--- config.mk ---
export PLATFORM = sky130hd
export DESIGN_NAME = rf_remote_pulse_encoder_flat
export DESIGN_NICKNAME = d
export VERILOG_FILES = /design/src/rtl/core/rfpe_pkg.sv /design/src/rtl/core/rfpe_req_if.sv /design/src/rtl/core/rfpe_res_if.sv /design/src/rtl/core/rfpe_cfg_if.sv /design/src/rtl/core/rfpe_frame_gen.sv /design/src/rtl/core/rf_remote_pulse_encoder.sv /design/src/flat_wrapper.sv
export SDC_FILE = /design/constraint.sdc
export NUM_CORES = 1
export LEC_CHECK = 0
export BUFFER_PORTS_ARGS = -buffer_cell sky130_fd_sc_hd__buf_2
export CORE_ASPECT_RATIO = 0.8
export CORE_UTILIZATION = 23
export CTS_BUF_LIST = sky130_fd_sc_hd__clkbuf_16
export DETAILED_ROUTE_END_ITERATION = 12
export PLACE_DENSITY_LB_ADDON = 0.08
export SLEW_MARGIN = 20
export SYNTH_ARGS = -nofsm -noshare
export SYNTH_HDL_FRONTEND = slang
export SYNTH_SLANG_ARGS = --single-unit
--- constraint.sdc ---
create_clock -name clk -period 3.2 [get_ports clk]
set_input_delay 0.64 -clock clk [delete_from_list [all_inputs] [get_ports clk]]
set_output_delay 0.64 -clock clk [all_outputs]
set_load 0.005 [all_outputs]
--- src/rtl/core/rfpe_pkg.sv ---
`timescale 1ns / 1ps
// Package for the RF remote pulse encoder: phase codes, register indexes,
// register reset values and the structs shared by the top level and the frame generator.
// No dependencies.
package rfpe_pkg;

    localparam int ID_BITS_DEF  = 16;
    localparam int KEY_BITS_DEF = 7;

    localparam int LEN_W    = 10;
    localparam int REPEAT_W = 8;
    localparam int CFG_IDX_W = 2;

    // request codes carried in req_type
    localparam logic REQ_TICK  = 1'b0;
    localparam logic REQ_START = 1'b1;

    // configuration register indexes
    localparam logic [CFG_IDX_W-1:0] CFG_FRAME_REPEATS = 2'd0;
    localparam logic [CFG_IDX_W-1:0] CFG_START_LEN     = 2'd1;
    localparam logic [CFG_IDX_W-1:0] CFG_ZERO_LEN      = 2'd2;
    localparam logic [CFG_IDX_W-1:0] CFG_ONE_LEN       = 2'd3;

    // register reset values
    localparam logic [REPEAT_W-1:0] FRAME_REPEATS_RST = 8'd180;
    localparam logic [LEN_W-1:0]    START_LEN_RST     = 10'd525;
    localparam logic [LEN_W-1:0]    ZERO_LEN_RST      = 10'd110;
    localparam logic [LEN_W-1:0]    ONE_LEN_RST       = 10'd305;

    typedef enum logic [1:0] {
        PH_IDLE  = 2'd0,
        PH_START = 2'd1,
        PH_DATA  = 2'd2
    } phase_t;

    typedef struct packed {
        logic [REPEAT_W-1:0] frame_repeats;
        logic [LEN_W-1:0]    start_len;
        logic [LEN_W-1:0]    zero_len;
        logic [LEN_W-1:0]    one_len;
    } cfg_t;

    typedef struct packed {
        logic pin_level;
        logic busy_res;
        logic done_res;
    } result_t;

endpackage

--- src/rtl/core/rfpe_req_if.sv ---
`timescale 1ns / 1ps
// Request channel: valid/ready handshake with a start or tick request.
// Width of the ID and key follow the interface parameters.
interface rfpe_req_if #(
    parameter int ID_BITS  = 16,
    parameter int KEY_BITS = 7
);
    logic                valid;
    logic                ready;
    logic                req_type;
    logic [ID_BITS-1:0]  remote_id;
    logic [KEY_BITS-1:0] key_code;

    modport source (output valid, output req_type, output remote_id, output key_code,
                    input ready);
    modport sink   (input valid, input req_type, input remote_id, input key_code,
                    output ready);
endinterface

--- src/rtl/core/rfpe_res_if.sv ---
`timescale 1ns / 1ps
// Result channel: valid/ready handshake with the pin level and status flags.
// No dependencies.
interface rfpe_res_if;
    logic valid;
    logic ready;
    logic pin_level;
    logic busy_res;
    logic done_res;

    modport source (output valid, output pin_level, output busy_res, output done_res,
                    input ready);
    modport sink   (input valid, input pin_level, input busy_res, input done_res,
                     output ready);
endinterface

--- src/rtl/core/rfpe_cfg_if.sv ---
`timescale 1ns / 1ps
// Configuration write channel: valid/ready handshake with register index and data.
// No dependencies.
interface rfpe_cfg_if;
    logic       valid;
    logic       ready;
    logic [1:0] index;
    logic [9:0] data;

    modport source (output valid, output index, output data, input ready);
    modport sink   (input valid, input index, input data, output ready);
endinterface

--- src/rtl/core/rfpe_frame_gen.sv ---
`timescale 1ns / 1ps
// Frame generator: phase, bit and duration state of the encoder, advanced once per beat.
// Depends on rfpe_pkg.
module rfpe_frame_gen #(
    parameter int ID_BITS  = rfpe_pkg::ID_BITS_DEF,
    parameter int KEY_BITS = rfpe_pkg::KEY_BITS_DEF
) (
    input  logic                  clk,
    input  logic                  rst_n,
    input  logic                  step,
    input  logic                  req_type,
    input  logic [ID_BITS-1:0]    remote_id,
    input  logic [KEY_BITS-1:0]   key_code,
    input  rfpe_pkg::cfg_t        cfg,
    output rfpe_pkg::result_t     result
);
    import rfpe_pkg::*;

    localparam int TOTAL = ID_BITS + KEY_BITS;
    localparam int IDX_W = $clog2(TOTAL);
    localparam logic [IDX_W-1:0] LAST_IDX = IDX_W'(TOTAL - 1);

    logic [TOTAL-1:0]    shift_reg, shift_next;
    logic [IDX_W-1:0]    idx_reg, idx_next;
    logic                half_reg, half_next;
    logic                level_reg, level_next;
    logic [LEN_W-1:0]    dur_reg, dur_next;
    logic [REPEAT_W-1:0] frame_reg, frame_next;
    phase_t              phase_reg, phase_next;

    logic                cur_bit;
    logic [LEN_W-1:0]    bit_len;
    logic [LEN_W:0]      dur_inc;
    logic                start_done;
    logic                bit_done;

    assign cur_bit    = shift_reg[TOTAL-1];
    assign bit_len    = cur_bit ? cfg.one_len : cfg.zero_len;
    assign dur_inc    = {1'b0, dur_reg} + {{LEN_W{1'b0}}, 1'b1};
    // a length of zero ends after one tick, same as a length of one
    assign start_done = dur_inc >= {1'b0, cfg.start_len};
    assign bit_done   = dur_inc >= {1'b0, bit_len};

    always_comb
    begin
        shift_next = shift_reg;
        idx_next   = idx_reg;
        half_next  = half_reg;
        level_next = level_reg;
        dur_next   = dur_reg;
        frame_next = frame_reg;
        phase_next = phase_reg;
        result     = '0;

        if (req_type == REQ_START) begin
            if (phase_reg == PH_IDLE) begin
                shift_next = {remote_id, key_code};
                idx_next   = '0;
                half_next  = 1'b0;
                level_next = 1'b1;
                dur_next   = '0;
                frame_next = '0;
                phase_next = PH_START;
            end
            // report the level now current; start while busy is dropped
            result.pin_level = (phase_next == PH_START) ? 1'b1 :
                               (phase_next == PH_DATA)  ? ~level_next : 1'b0;
            result.busy_res  = 1'b1;
        end else begin
            unique case (phase_reg)
                PH_START:
                begin
                    result.pin_level = 1'b1;
                    result.busy_res  = 1'b1;
                    if (start_done) begin
                        dur_next   = '0;
                        idx_next   = '0;
                        half_next  = 1'b0;
                        level_next = 1'b1;
                        phase_next = PH_DATA;
                    end else begin
                        dur_next = dur_inc[LEN_W-1:0];
                    end
                end
                PH_DATA:
                begin
                    result.pin_level = ~level_reg;
                    result.busy_res  = 1'b1;
                    if (bit_done) begin
                        dur_next   = '0;
                        level_next = ~level_reg;
                        if (!cur_bit && !half_reg) begin
                            half_next = 1'b1;
                        end else begin
                            half_next = 1'b0;
                            // rotate so the frame is intact again for the repeat
                            shift_next = {shift_reg[TOTAL-2:0], shift_reg[TOTAL-1]};
                            idx_next   = idx_reg + IDX_W'(1);
                            if (idx_reg == LAST_IDX) begin
                                idx_next   = '0;
                                level_next = 1'b1;
                                if (frame_reg >= cfg.frame_repeats) begin
                                    phase_next      = PH_IDLE;
                                    frame_next      = '0;
                                    result.done_res = 1'b1;
                                end else begin
                                    frame_next = frame_reg + REPEAT_W'(1);
                                    phase_next = PH_START;
                                end
                            end
                        end
                    end else begin
                        dur_next = dur_inc[LEN_W-1:0];
                    end
                end
                default:
                begin
                    phase_next = PH_IDLE;
                end
            endcase
        end
    end

    always_ff @(posedge clk or negedge rst_n)
    begin
        if (!rst_n) begin
            shift_reg <= '0;
            idx_reg   <= '0;
            half_reg  <= 1'b0;
            level_reg <= 1'b1;
            dur_reg   <= '0;
            frame_reg <= '0;
            phase_reg <= PH_IDLE;
        end else if (step) begin
            shift_reg <= shift_next;
            idx_reg   <= idx_next;
            half_reg  <= half_next;
            level_reg <= level_next;
            dur_reg   <= dur_next;
            frame_reg <= frame_next;
            phase_reg <= phase_next;
        end
    end

endmodule

--- src/rtl/core/rf_remote_pulse_encoder.sv ---
`timescale 1ns / 1ps
// Top level of the RF remote pulse encoder: channel registers, configuration registers.
// Depends on rfpe_pkg, rfpe_req_if, rfpe_res_if, rfpe_cfg_if and rfpe_frame_gen.
//
//  Channel | Dir | Handshake   | Beat carries
//  --------+-----+-------------+------------------------------------------
//  req     | in  | valid/ready | req_type, remote_id, key_code
//  res     | out | valid/ready | pin_level, busy_res, done_res
//  cfg     | in  | valid/ready | index, data (always ready)
//
// Every request beat yields exactly one result beat, passing first through the request register
// and then through the result register. A beat can be taken every cycle while res does not
// stall; the request register advances into the frame generator whenever the result register
// is empty or its beat is taken in the same cycle.
// A stall on res holds both registers and drops req.ready once the request register fills.
// rst_n clears the phase to idle and loads the register reset values.
module rf_remote_pulse_encoder #(
    parameter int ID_BITS  = rfpe_pkg::ID_BITS_DEF,
    parameter int KEY_BITS = rfpe_pkg::KEY_BITS_DEF
) (
    input  logic clk,
    input  logic rst_n,
    rfpe_req_if.sink   req,
    rfpe_res_if.source res,
    rfpe_cfg_if.sink   cfg
);
    import rfpe_pkg::*;

    // request stage
    logic                in_valid_reg;
    logic                in_type_reg;
    logic [ID_BITS-1:0]  in_id_reg;
    logic [KEY_BITS-1:0] in_key_reg;

    // result stage
    logic                out_valid_reg;
    result_t             out_reg;

    cfg_t                cfg_reg;
    result_t             gen_result;
    logic                advance;

    // move a request beat into the generator when the result stage can take it
    assign advance   = in_valid_reg && (!out_valid_reg || res.ready);
    assign req.ready = !in_valid_reg || advance;

    assign res.valid     = out_valid_reg;
    assign res.pin_level = out_reg.pin_level;
    assign res.busy_res  = out_reg.busy_res;
    assign res.done_res  = out_reg.done_res;

    assign cfg.ready = 1'b1;

    always_ff @(posedge clk or negedge rst_n)
    begin
        if (!rst_n) begin
            in_valid_reg <= 1'b0;
        end else if (req.ready) begin
            in_valid_reg <= req.valid;
        end
    end

    // request payload needs no reset; load it on every accepted beat
    always_ff @(posedge clk)
    begin
        if (req.valid && req.ready) begin
            in_type_reg <= req.req_type;
            in_id_reg   <= req.remote_id;
            in_key_reg  <= req.key_code;
        end
    end

    always_ff @(posedge clk or negedge rst_n)
    begin
        if (!rst_n) begin
            out_valid_reg <= 1'b0;
        end else if (advance) begin
            out_valid_reg <= 1'b1;
        end else if (res.ready) begin
            out_valid_reg <= 1'b0;
        end
    end

    always_ff @(posedge clk)
    begin
        if (advance) begin
            out_reg <= gen_result;
        end
    end

    // configuration registers; writes take effect at once
    always_ff @(posedge clk or negedge rst_n)
    begin
        if (!rst_n) begin
            cfg_reg.frame_repeats <= FRAME_REPEATS_RST;
            cfg_reg.start_len     <= START_LEN_RST;
            cfg_reg.zero_len      <= ZERO_LEN_RST;
            cfg_reg.one_len       <= ONE_LEN_RST;
        end else if (cfg.valid) begin
            unique case (cfg.index)
                CFG_FRAME_REPEATS: cfg_reg.frame_repeats <= cfg.data[REPEAT_W-1:0];
                CFG_START_LEN:     cfg_reg.start_len     <= cfg.data;
                CFG_ZERO_LEN:      cfg_reg.zero_len      <= cfg.data;
                CFG_ONE_LEN:       cfg_reg.one_len       <= cfg.data;
                default:           cfg_reg               <= cfg_reg;
            endcase
        end
    end

    rfpe_frame_gen #(
        .ID_BITS  (ID_BITS),
        .KEY_BITS (KEY_BITS)
    ) u_frame_gen (
        .clk       (clk),
        .rst_n     (rst_n),
        .step      (advance),
        .req_type  (in_type_reg),
        .remote_id (in_id_reg),
        .key_code  (in_key_reg),
        .cfg       (cfg_reg),
        .result    (gen_result)
    );

endmodule
--- src/flat_wrapper.sv ---
// flat-port wrapper written by rule: the top's interface ports become plain ports
module rf_remote_pulse_encoder_flat import rfpe_pkg::*;
#(
    parameter int ID_BITS  = rfpe_pkg::ID_BITS_DEF,
    parameter int KEY_BITS = rfpe_pkg::KEY_BITS_DEF
)
  (clk, rst_n, req_valid, req_req_type, req_remote_id, req_key_code, req_ready, res_valid, res_pin_level, res_busy_res, res_done_res, res_ready, cfg_valid, cfg_index, cfg_data, cfg_ready);
  rfpe_req_if #(.ID_BITS(ID_BITS), .KEY_BITS(KEY_BITS)) req_i ();
  rfpe_res_if res_i ();
  rfpe_cfg_if cfg_i ();
  input  logic clk;
  input  logic rst_n;
  input wire logic [$bits(req_i.valid)-1:0] req_valid;
  input wire logic [$bits(req_i.req_type)-1:0] req_req_type;
  input wire logic [$bits(req_i.remote_id)-1:0] req_remote_id;
  input wire logic [$bits(req_i.key_code)-1:0] req_key_code;
  output wire logic [$bits(req_i.ready)-1:0] req_ready;
  output wire logic [$bits(res_i.valid)-1:0] res_valid;
  output wire logic [$bits(res_i.pin_level)-1:0] res_pin_level;
  output wire logic [$bits(res_i.busy_res)-1:0] res_busy_res;
  output wire logic [$bits(res_i.done_res)-1:0] res_done_res;
  input wire logic [$bits(res_i.ready)-1:0] res_ready;
  input wire logic [$bits(cfg_i.valid)-1:0] cfg_valid;
  input wire logic [$bits(cfg_i.index)-1:0] cfg_index;
  input wire logic [$bits(cfg_i.data)-1:0] cfg_data;
  output wire logic [$bits(cfg_i.ready)-1:0] cfg_ready;
  assign req_i.valid = req_valid;
  assign req_i.req_type = req_req_type;
  assign req_i.remote_id = req_remote_id;
  assign req_i.key_code = req_key_code;
  assign req_ready = req_i.ready;
  assign res_valid = res_i.valid;
  assign res_pin_level = res_i.pin_level;
  assign res_busy_res = res_i.busy_res;
  assign res_done_res = res_i.done_res;
  assign res_i.ready = res_ready;
  assign cfg_i.valid = cfg_valid;
  assign cfg_i.index = cfg_index;
  assign cfg_i.data = cfg_data;
  assign cfg_ready = cfg_i.ready;
  rf_remote_pulse_encoder #(.ID_BITS(ID_BITS), .KEY_BITS(KEY_BITS)) u_core (.clk(clk), .rst_n(rst_n), .req(req_i), .res(res_i), .cfg(cfg_i));
endmodule
[Word-level counts from Yosys, hierarchy flattened]
Index checks and enable logic that the tools add are counted.
Storage, ports and cells
  input port bits: 41
  bits in registers: 117
Cells by class
  equality and inequality tests: 14
  magnitude comparators: 3
  reductions and logical operators: 28
  bitwise operators: 5
  mux-type cells: 55
  add/subtract/negate cells: 3
Operators with widths (number)
  $mux W23: 5
  $mux W8: 7
  $mux W10: 5
  $mux W5: 6
  $ge A11 B10 Y1: 2
  $pmux W10 S2: 1
  $mux W1: 18
  $mux W2: 8
  $reduce_and A5 Y1: 3
  $ne A3 B2 Y1 const B: 4
  $reduce_and A6 Y1: 2
  $add A10 B1 Y11 const B: 1
  $pmux W5 S2: 1
  $add A8 B1 Y8 const B: 1
  $eq A2 B2 Y1 const B: 4
  $ge A8 B8 Y1: 1
  $pmux W2 S2: 2
  $reduce_and A2 Y1: 4
  $reduce_bool A2 Y1: 4
  $eq A2 B1 Y1 const B: 3
  $add A5 B1 Y5 const B: 1
  $eq A5 B5 Y1 const B: 1
  $not A1 Y1: 5
  $reduce_or A5 Y1: 1
  10 further kinds: 18

[Longest topological paths before layout]
  depth after elaboration: 7
  gate-level depth with buffers: 13
  depth with buffers taken out: 13

[By module]
A second synthesis with hierarchy kept.
Second synthesis, totals
  cells, all modules: 489
  area, all modules: 5983.2 um2
By module, submodules not included
  rfpe_frame_gen: cells an instance 370, instances 1, seq. area each 1252.5 um2, area an instance 3613.5 um2
  rf_remote_pulse_encoder: cells an instance 119, instances 1, seq. area each 1833.0 um2, area an instance 2369.8 um2

[Worst setup path after synthesis]
No wires, ideal clock.
  path kind: reg-to-reg
  start: register u_core.u_frame_gen.dur_reg[0]
  end: register u_core.out_reg (netlist bit u_core.res.done_res) (data pin)
  stages on the path, launching flop included: 13
  setup slack: 0.173 ns
  path buffers: 0
  arrival time: 2.896 ns
  path through: dfrtp_1 > ha_1 > nand3_2 > inv_1 > nand3_1 > and2_1 > or2_2 > ha_1 > nand4_1 > o311a_1 > o211ai_1 > and3_1 > and3_1
On the way
  word-level cells in the longest chain between the ends: 4
RTL lines
  start, declared: RTL line rfpe_frame_gen.sv:27  | logic [LEN_W-1:0] dur_reg, dur_next;
  start signal, assigned: RTL line rfpe_frame_gen.sv:139  | dur_reg <= dur_next;
  $add A10 B1 Y11: RTL line rfpe_frame_gen.sv:39  | assign dur_inc = {1'b0, dur_reg} + {{LEN_W{1'b0}}, 1'b1};
  $ge A11 B10 Y1: RTL line rfpe_frame_gen.sv:42  | assign bit_done = dur_inc >= {1'b0, bit_len};
  $not A1 Y1 (no line)
  $reduce_or A5 Y1 (no line)
  end signal, assigned: RTL line rf_remote_pulse_encoder.sv:87  | out_reg <= gen_result;
  end, declared: RTL line rf_remote_pulse_encoder.sv:37  | result_t out_reg;
No other way between the ends.
A chain may end at the register's enable or synchronous reset.

[Worst setup path in the final report]
  start: register u_core.u_frame_gen.dur_reg[0]
  end: register u_core.u_frame_gen.idx_reg[2]
On the way
  word-level cells in the longest chain between the ends: 4
  elaborated cells between the ends (all ways): 6
RTL lines
  $add A10 B1 Y11 (*): RTL line rfpe_frame_gen.sv:39
  $ge A11 B10 Y1 (on tied branches): RTL line rfpe_frame_gen.sv:42, rfpe_frame_gen.sv:41
  $ne A3 B2 Y1 (no line)
  $reduce_and A6 Y1 (no line) (*)
  end signal, assigned: RTL line rfpe_frame_gen.sv:136  | idx_reg <= idx_next;
  end, declared: RTL line rfpe_frame_gen.sv:24  | logic [IDX_W-1:0] idx_reg, idx_next;
Every way passes the cells marked *; elsewhere a longest branch is shown, timed or not.

==> results.txt <==
The number of core rows came out at 53. The worst setup skew after layout is 10.1 ps. The Yosys warning count is 0. The count of final hold-check violations came out at 0.

The flow ran to the end, and the final reports show no timing, DRC or antenna violations. The total DRC errors in the routed layout came out at 0. Clock-pin slew was measured on the worst setup and hold paths at 60 ps. Ranked by instance count, the synthesized netlist is headed by sky130_fd_sc_hd__dfrtp_1 (72), sky130_fd_sc_hd__o21ai_0 (40), sky130_fd_sc_hd__nand3_1 (38). In the final timing run, aggregate negative setup slack is 0 ps. The core region is 26600 um^2. The count of endpoints failing setup in the final report is 0. The area taken by flip-flops and latches is 3090 um^2. Dividing the detail-routed wire length by the instance count gives 17.2 um.

The clock buffer count from CTS is 17. Data arrives at the worst endpoint at 3290 ps. The HPWL reported at the end of detailed placement came out at 12300 um. The number of nets in the synthesized netlist came out at 669. The average cell area after synthesis came out at 10.7 um^2. The initial standard-cell utilization of the core is 23.7%. The largest vdd supply drop came out at 0.000389 V.

The post-synthesis cell type count came out at 60. The clock tree root buffer cell is sky130_fd_sc_hd__clkbuf_16. The iteration count of the initial detailed-routing pass is 4.

The CTS tree is done. The overflow left after global routing is 0. The required time of the critical path came out at 3520 ps. The path class of the tightest hold or removal check is in -> async.

The cell count after placement came out at 993. The share of layout cells above drive strength 1 is 26.3%. The maximum clock frequency came out at 0.336 GHz. The initial antenna violation count is 0. The area of the die came out at 28100 um^2. After layout, the design draws a total of 5.47 mW. The first global-routing pass estimated 28600 um of wire. The area added between synthesis and finish came out at 23.3%.

The count of placed standard cells in the final layout, fillers left out came out at 1027. The weighted congestion reported at the end of routability-driven placement came out at 0.771. The worst-skew pair later-pin latency is 420 ps. STA classifies the critical path startpoint as a register.

The die height came out at 150 um. The most frequently used cell type in the post-synthesis netlist is sky130_fd_sc_hd__dfrtp_1. The final routed wirelength across all metal layers is 17600 um. After synthesis the netlist holds a flip-flop and latch count of 117. The count of routing violations after the opening detailed-route iteration came out at 345.

The chip width came out at 187 um. The number of sinks driven by the clock tree is 117. The maximum level of the CTS H-tree came out at 4. The pre-CTS setup slack is 44.7 ps. The peak fanout along the critical path came out at 8. The final net count is 735. The number of flip-flops under the largest register name is 38. The worst-margin pin slew is 782 ps. The fraction of synthesized cell area taken by the top area cell type is 28.5%. Yosys mapped a number of flops with a built-in enable equal to 27. The ratio of routed vias to standard cells came out at 4.68. Ranked by total cell area, the synthesized netlist is headed by sky130_fd_sc_hd__dfrtp_1 (29%), sky130_fd_sc_hd__edfxtp_1 (13%), sky130_fd_sc_hd__dfstp_2 (7.5%). The post-layout worst setup margin came out at 228 ps. The final period demand of the worst path came out at 2970 ps. The instance count of the mapped netlist is 591.

The maximum number of pins on one net before global-route repair came out at 54. The areal power density over the cells is 703 nW/um^2. Among all flip-flop cells after synthesis, the most frequent one is sky130_fd_sc_hd__dfrtp_1. Across the run, the number of max-cap violations was 0. The critical path is of the reg -> reg type.

The worst relative slew slack came out at 47.9%. The boundary pin count came out at 47. The summed instance area of the synthesized netlist came out at 6310 um^2. The reported leakage power is 3.30 nW. The fraction of registers with async set or reset after synthesis came out at 76.9%. The total global routing track utilization is 13.4%. The largest total area in the synthesized netlist belongs to sky130_fd_sc_hd__dfrtp_1. The area occupied by multi-input gates came out at 3120 um^2. After synthesis, flip-flops and latches occupy 48.9% of the total area.

The final period utilization is 92.9%. The maximum number of buffers from clock root to sink came out at 2. The antenna diode instance count came out at 0. Input and output buffers added on the ports amount to 45.

The post-cts hold buffer count is 0. The via count of the first global-routing pass is 5045. The total of fill cells in the finished design is 2759. The detail route stage leaves a number of antenna-violating nets equal to 0. STA classifies the critical path endpoint as a register.

For this block, the via count after detailed routing is 4806. The number of pins with negative max-slew slack in the final report is 0.
[metrics by stage]
| stage | hold slack, ps | instance area [um^2] | utilization (%) |
|---|---|---|---|
| floorplan | 344 | 6310 | - |
| global placement | 483 | 7090 | 26.7 |
| detailed placement | 478 | 7090 | 26.7 |
| CTS | 314 | 7670 | 28.8 |
| global route | 353 | 7780 | 29.3 |
| finish | 301 | 7780 | 29.3 |
[worst max-delay path, stage by stage, from the launching register on]
cell and delay (ps):
sky130_fd_sc_hd__dfrtp_1 410, sky130_fd_sc_hd__buf_4 180, sky130_fd_sc_hd__nand2_1 70, sky130_fd_sc_hd__nor2_1 130
sky130_fd_sc_hd__and3_1 220, sky130_fd_sc_hd__nor2b_1 80, sky130_fd_sc_hd__or2_2 330, sky130_fd_sc_hd__ha_1 210
sky130_fd_sc_hd__a21o_1 180, sky130_fd_sc_hd__a21oi_2 190, sky130_fd_sc_hd__buf_4 160, sky130_fd_sc_hd__o2111ai_4 180
sky130_fd_sc_hd__and2_1 270, sky130_fd_sc_hd__a211oi_1 240
[worst paths after layout]
| path | slack [ps] | end | startpoint | depth (start not counted) |
|---|---|---|---|---|
| max | 230 | u_core.u_frame_gen.idx_reg[2] | u_core.u_frame_gen.dur_reg[0] | 13 |
| min | 300 | u_core.cfg_reg[7] | rst_n | 1 |
| max reg2reg | 230 | u_core.u_frame_gen.idx_reg[2] | u_core.u_frame_gen.dur_reg[0] | 13 |
| min reg2reg | 500 | u_core.u_frame_gen.shift_reg[15] | u_core.in_id_reg[8] | 2 |
| max in group asynchronous | 2140 | u_core.cfg_reg[34] | rst_n | 2 |
| min in group clk | 390 | u_core.in_id_reg[12] | req_remote_id[12] | 1 |
[cells in the final DEF, fill, tap and decap left out, types with 4 or more instances in the layout]
cell type	netlist	routed
sky130_fd_sc_hd__nor3_1	9	9
sky130_fd_sc_hd__nand4_1	24	24
sky130_fd_sc_hd__o21ai_0	40	39
sky130_fd_sc_hd__buf_2	2	44
sky130_fd_sc_hd__clkbuf_16	0	17
sky130_fd_sc_hd__clkinv_2	0	4
sky130_fd_sc_hd__a22o_1	6	6
sky130_fd_sc_hd__and2_1	5	5
sky130_fd_sc_hd__nor2b_1	30	30
sky130_fd_sc_hd__mux2_2	32	32
sky130_fd_sc_hd__and3_1	12	12
sky130_fd_sc_hd__nand2_1	35	35
sky130_fd_sc_hd__a31oi_1	14	14
sky130_fd_sc_hd__buf_4	3	29
sky130_fd_sc_hd__nor2_1	16	16
sky130_fd_sc_hd__mux2i_1	11	11
sky130_fd_sc_hd__dfstp_2	18	18
sky130_fd_sc_hd__ha_1	37	35
sky130_fd_sc_hd__a21oi_1	10	9
sky130_fd_sc_hd__nand3_1	38	38
sky130_fd_sc_hd__o211ai_1	6	6
sky130_fd_sc_hd__nand2b_1	13	13
sky130_fd_sc_hd__dfrtp_1	72	72
sky130_fd_sc_hd__a22oi_1	21	21
sky130_fd_sc_hd__or2_2	6	5
sky130_fd_sc_hd__edfxtp_1	27	27
sky130_fd_sc_hd__inv_1	26	29
[area by class of cell]
cell class,count,area share [%]
Inverter,26,1.25
Timing Repair Buffer,74,5.88
Multi-Input combinational cell,421,40.1
Clock buffer,17,5.47
Sequential cell,117,39.6
Tap cell,357,5.74
Clock inverter,15,1.91
[report_power, final]
part	internal (mW)	switching, mW
clock	1.20	0.707
sequential	1.83	0.163
combinational	0.648	0.924
total	3.68	1.79
[routing by layer]
layer | up-vias | share of wire, % | GRT usage [%]
met4 | 0 | 1.2 | 4.75
li1 | 2330 | - | -
met5 | - | 0 | 0
met2 | 93 | 42 | 19.5
met3 | 13 | 3.7 | 2.82
met1 | 2370 | 53 | 19.5
[cell families (layout without fill, tap and decap cells)]
group | after synthesis | count (layout) | synth area share (%)
other | 1 | 1 | 0.0594
AOI/OAI and AO/OA | 129 | 129 | 14.1
xor gates and xnor gates | 5 | 5 | 0.694
muxes | 43 | 43 | 7.45
buffers and inverters | 53 | 132 | 3.41
adders and majority gates | 37 | 37 | 7.33
DFF | 117 | 117 | 48.9
and+or+nand+nor | 206 | 206 | 18.1
[repair_timing]
item,CTS,global route
endpoints found under the setup margin,0,51
gates resized for setup,0,19
setup buffers,0,2
Note: power is estimated with default switching activity, not from simulation.
